## src/sv/mret_pkg.sv

```systemverilog
// Shared types and constants for the multi-rate moving average tracker.
package mret_pkg;

  localparam int unsigned MaxLanes  = 4;
  localparam int unsigned CountBits = 48;
  localparam int unsigned SumBits   = 64;
  localparam int unsigned RateBits  = 16;
  localparam int unsigned OutBits   = 32;
  localparam int unsigned UsedBits  = 3;
  localparam int unsigned IdxBits   = 3;

  localparam logic [IdxBits-1:0] RegRateA = 3'd0;
  localparam logic [IdxBits-1:0] RegRateB = 3'd1;
  localparam logic [IdxBits-1:0] RegRateC = 3'd2;
  localparam logic [IdxBits-1:0] RegRateD = 3'd3;
  localparam logic [IdxBits-1:0] RegUsed  = 3'd4;

  typedef enum logic [2:0] {
    StIdle,
    StAccum,
    StDivide,
    StLane,
    StReport
  } state_e;

  // Commands from the controller to the datapath.
  typedef struct packed {
    logic load;
    logic accum;
    logic div_start;
    logic div_step;
    logic lane_step;
    logic report;
  } cmd_t;

  // Status from the datapath to the controller.
  typedef struct packed {
    logic div_last;
    logic lane_last;
  } status_t;

endpackage

```

## src/sv/mret_ctrl.sv

```systemverilog
// Controller state machine sequencing accumulation, division and lane updates.
module mret_ctrl (
  input  logic              clk_i,
  input  logic              rst_ni,
  input  logic              in_valid_i,
  output logic              in_ready_o,
  output logic              out_valid_o,
  input  logic              out_ready_i,
  input  mret_pkg::status_t status_i,
  output mret_pkg::cmd_t    cmd_o
);

  mret_pkg::state_e state_q, state_d;
  logic             out_valid_q, out_valid_d;

  always_ff @(posedge clk_i or negedge rst_ni) begin
    if (!rst_ni) begin
      state_q     <= mret_pkg::StIdle;
      out_valid_q <= 1'b0;
    end else begin
      state_q     <= state_d;
      out_valid_q <= out_valid_d;
    end
  end

  assign out_valid_o = out_valid_q;

  always_comb begin
    state_d     = state_q;
    out_valid_d = out_valid_q && !out_ready_i;
    cmd_o       = '0;
    in_ready_o  = 1'b0;
    unique case (state_q)
      mret_pkg::StIdle: begin
        in_ready_o = 1'b1;
        if (in_valid_i) begin
          cmd_o.load = 1'b1;
          state_d    = mret_pkg::StAccum;
        end
      end
      mret_pkg::StAccum: begin
        cmd_o.accum     = 1'b1;
        cmd_o.div_start = 1'b1;
        state_d         = mret_pkg::StDivide;
      end
      mret_pkg::StDivide: begin
        cmd_o.div_step = 1'b1;
        if (status_i.div_last) begin
          state_d = mret_pkg::StLane;
        end
      end
      mret_pkg::StLane: begin
        cmd_o.lane_step = 1'b1;
        if (status_i.lane_last) begin
          state_d = mret_pkg::StReport;
        end
      end
      mret_pkg::StReport: begin
        if (!out_valid_q || out_ready_i) begin
          cmd_o.report = 1'b1;
          out_valid_d  = 1'b1;
          state_d      = mret_pkg::StIdle;
        end
      end
      default: state_d = mret_pkg::StIdle;
    endcase
  end

endmodule

```

## config.mk

```make
export PLATFORM = sky130hd
export DESIGN_NAME = mret_ctrl
export DESIGN_NICKNAME = d
export VERILOG_FILES = /design/src/sv/mret_pkg.sv /design/src/sv/mret_ctrl.sv
export SDC_FILE = /design/constraint.sdc
export NUM_CORES = 1
export LEC_CHECK = 0
export ABC_AREA = 1
export BUFFER_PORTS_ARGS = -buffer_cell sky130_fd_sc_hd__clkbuf_2
export CORE_AREA = 3 3 40 42
export CTS_BUF_LIST = sky130_fd_sc_hd__clkbuf_2 sky130_fd_sc_hd__clkbuf_4 sky130_fd_sc_hd__clkbuf_8
export CTS_CLUSTER_SIZE = 8
export DETAILED_ROUTE_END_ITERATION = 10
export DIE_AREA = 0 0 43 45
export SETUP_SLACK_MARGIN = 0.02
export SYNTH_ARGS = -nofsm -noshare
export SYNTH_HDL_FRONTEND = slang
export SYNTH_SLANG_ARGS = --single-unit
```

## constraint.sdc

```tcl
create_clock -name clk_i -period 2.3 [get_ports clk_i]
set_input_delay 0.575 -clock clk_i [delete_from_list [all_inputs] [get_ports clk_i]]
set_output_delay 0.575 -clock clk_i [all_outputs]
set_load 0.01 [all_outputs]
```

Word-level counts from Yosys, hierarchy flattened
Index checks and enable logic that the tools add are counted.
- register bits after elaboration: 4
- latch bits: 0
- memory bits (writable): 0
- memory bits (read-only): 0
- input bits: 6
- output and inout port bits: 8
- memories: 0
- add/sub/neg operators: 0
- multipliers: 0
- div/mod/pow operators: 0
- order comparisons: 0
- equality and inequality tests: 8
- shifts and indexed selects: 0
- multiplexer cells: 15
- bitwise operators: 0
- reductions and logical operators: 6
- operator list (cell ; count):
    $pmux 3 s5 ; 1
    $mux 3 ; 4
    $mux 1 ; 9
    $ne 2x2->1 const B ; 4
    $eq 3x2->1 const B ; 2
    $reduce_and 4->1 ; 1
    $eq 3x1->1 const B ; 1
    $eq 3x3->1 const B ; 1
    $logic_not 3->1 ; 1
    $logic_not 1->1 ; 2
    $mux 2 ; 1
    $logic_and 1x1->1 ; 1
    $logic_or 1x1->1 ; 1

Longest topological paths before layout
- depth in word-level cells: 4
- mapped depth: 7
- gate-level depth less buffers: 7

Worst setup path before layout
Ideal clock, no wire load.
- path kind: reg-to-output
- from: reg state_q[2]
- to: out cmd_o[4] in the netlist's numbering
- data arrival time: 903 ps
- required time: 1725 ps
- setup slack: 822 ps
- stages on the path, launching flop included: 5
- buffers on the path: 1
- path through: dfrtp_1 -> inv_1 -> nand2_1 -> nor2_1 -> buf_4
- RTL lines (element ; RTL line ; RTL):
    start, declared ; mret_ctrl.sv:13 ; mret_pkg::state_e state_q, state_d;
    start signal, assigned ; mret_ctrl.sv:18 ; state_q <= mret_pkg::StIdle;
    start signal, assigned ; mret_ctrl.sv:21 ; state_q <= state_d;
    end, declared ; mret_ctrl.sv:10 ; output mret_pkg::cmd_t cmd_o

==> results.json <==
{
  "antenna_found_initial": 0,
  "grt_start_max_net_pins": 9,
  "grt_overflow": 0,
  "hold_viol": 0,
  "crit_slowest_cell": "dfrtp_1",
  "report.final.setup_viol": 0,
  "dr_total_vias": 284,
  "start_util": 0.215,
  "tightestPinTransition_ns": 0.230,
  "root_buffer": "clkbuf_4",
  "route.detailed.drc": 0,
  "placed_cells": 67,
  "insertion_delay_ns": 0.24,
  "synth_top_area_frac": 0.362,
  "use_met1": 0.0775,
  "path_class": "reg2out",
  "cts_tree": "yes",
  "total_power_w": 0.000514,
  "synth.distinct_cells": 12,
  "wl_um": 557,
  "drtPass1Iterations": 3,
  "ir_drop_v": 0.000240,
  "post_cts_buffers": 0,
  "fill_cells": 154,
  "die_width_um": 43,
  "ys_seq_area_frac": 0.362,
  "fp.dieH_um": 45,
  "fmax_mhz": 561,
  "period_share": 0.776,
  "avgViaCountPerCell": 4.06,
  "rows": 13,
  "die_area_um2": 1940,
  "ys_top_cells_by_area": "dfrtp_1 36%, nand2_1 15%, inv_1 9.5%, nand2_2 6.8%, nor2_1 6.8%",
  "synth_cells": 41,
  "grtUsageTotal": 0.0817,
  "layout.cells.non_filler": 70,
  "drv_cap": 0,
  "synthesis.nets": 47,
  "syn_area_um2": 277,
  "slowest_delay_ns": 0.44,
  "io-pin-count": 14,
  "drt_iter0_drc": 1,
  "post_cts_resized": 0,
  "gp_congestion": 0.635,
  "wl_per_cell_um": 7.96,
  "slew_headroom": 0.847,
  "setup.worst_path.start": "state_q[2]$_DFFE_PN0P_",
  "fin_nets": 63,
  "synth_area_per_cell_um2": 6.74,
  "syn_to_final_growth_pct": 33.0,
  "dpl.hpwl_um": 462,
  "startpoint_type": "register",
  "rrSetupSlack_ns": 1.17,
  "io_buffers": 13,
  "cp.arrival_ns": 1.21,
  "drive_gt1_frac": 0.400,
  "cts.sinks": 4,
  "layout_setup_ws_ns": 0.516,
  "min_period_ns": 1.78,
  "fin_skew_ns": 0.00500,
  "final_cell_mix": "13 x clkbuf_2, 11 x nand2_1, 7 x inv_1",
  "crit_path_end_kind": "primary output",
  "numCtsBuffers": 3,
  "synth-seq-cells": 4,
  "required_ns": 1.73,
  "ys_warn_count": 0,
  "min_path_type": "in2async",
  "place_ws_ns": 0.753,
  "layout_commonest_cell": "clkbuf_2",
  "slew_violations": 0,
  "worstRegToRegCells": 6,
  "powerDensity_nw_per_um2": 1400,
  "grt_pass1_wl_um": 1010,
  "cts.clk_slew.worst_paths_ns": 0.04,
  "grt_setup_unrepaired": "no",
  "diodes": 0,
  "met3_usage": 0.0518,
  "crit_chain": "nor2_2 > nand2_1 > nor2_1 > clkbuf_2",
  "met2_usage": 0.105,
  "core-area_um2": 1280,
  "outcome": "completed",
  "cp-endpoint": "cmd_o[5]",
  "htreeDepth": 1,
  "antenna_left": 0,
  "holdWs_ns": 0.128,
  "p_leak_nw": 0.228,
  "grt-busiest-layer": "met4",
  "cts.path.max_buffers": 2,
  "yosysTopAreaCell": "dfrtp_1",
  "grt_pass1_vias": 255,
  "r2r_end": "state_q[0]$_DFFE_PN0P_",
  "rr_startpoint": "state_q[2]$_DFFE_PN0P_",
  "ctsHoldBuffers": 0,
  "worstPathMaxFanout": 5,
  "fin_tns_setup_ns": 0
}
state kept, by name (all words and copies together) (netlist names):
signal and flops:
state_q 3, out_valid_o 1
per-stage QoR:
stage / instance area [µm²] / utilization
after floorplan: 277 / -
after detailed placement: 345 / 0.269
after global placement: 345 / 0.269
after CTS: 368 / 0.286
after global routing: 368 / 0.286
final: 368 / 0.286
how the worst min path moves through the flow:
stage | cells after the start | endpoint
6_report | 1 | state_q[2]$_DFFE_PN0P_
5_1_grt | 1 | state_q[2]$_DFFE_PN0P_
4_1_cts | 1 | state_q[2]$_DFFE_PN0P_
3_5_place_dp | 1 | state_q[0]$_DFFE_PN0P_
3_3_place_gp | 1 | state_q[0]$_DFFE_PN0P_
2_1_floorplan | 0 | out_valid_o$_DFF_PN0_
logic make-up (layout without fill, tap and decap cells):
group / after synthesis / count (layout) / synth area share
AO/OA/AOI/OAI: 3 / 3 / 0.0543
AND/OR/NAND/NOR: 25 / 25 / 0.434
flip-flops: 4 / 4 / 0.362
buffers and inverters: 9 / 23 / 0.149
worst max-delay path, delay by kind of cell, from the launching register on:
family | cells | cell delay (ns)
flip-flops | 1 | 0.44
buffers and inverters | 1 | 0.13
AND/OR/NAND/NOR | 3 | 0.39
layer usage:
metal	wire (µm)	part of all wire
met1	222	0.40
met2	269	0.48
met3	39	0.070
met5	0	0
met4	25	0.045
Yosys cell counts (all sizes together):
| cell type | number |
|---|---|
| nand3b | 1 |
| buf | 2 |
| nand2 | 14 |
| nor2 | 8 |
| dfrtp | 4 |
| o21ai | 3 |
| inv | 7 |
| nand3 | 2 |
cell type report:
cell class / count / area (µm²) / share of cell area
clock buffers: 3 / 22.5 / 0.0612
repair buffers: 13 / 65.1 / 0.177
multi-input cells: 28 / 135 / 0.367
well taps: 15 / 18.8 / 0.0510
flip-flops and latches: 4 / 100 / 0.272
inverters: 7 / 26.3 / 0.0714
report_power, final:
| part | switching [W] | internal, W |
|---|---|---|
| registers | 0.0000434 | 0.000102 |
| logic | 0.000169 | 0.000109 |
| clock network | 0.0000320 | 0.0000586 |
| total | 0.000244 | 0.000270 |
(Power assumes the default switching activity.)
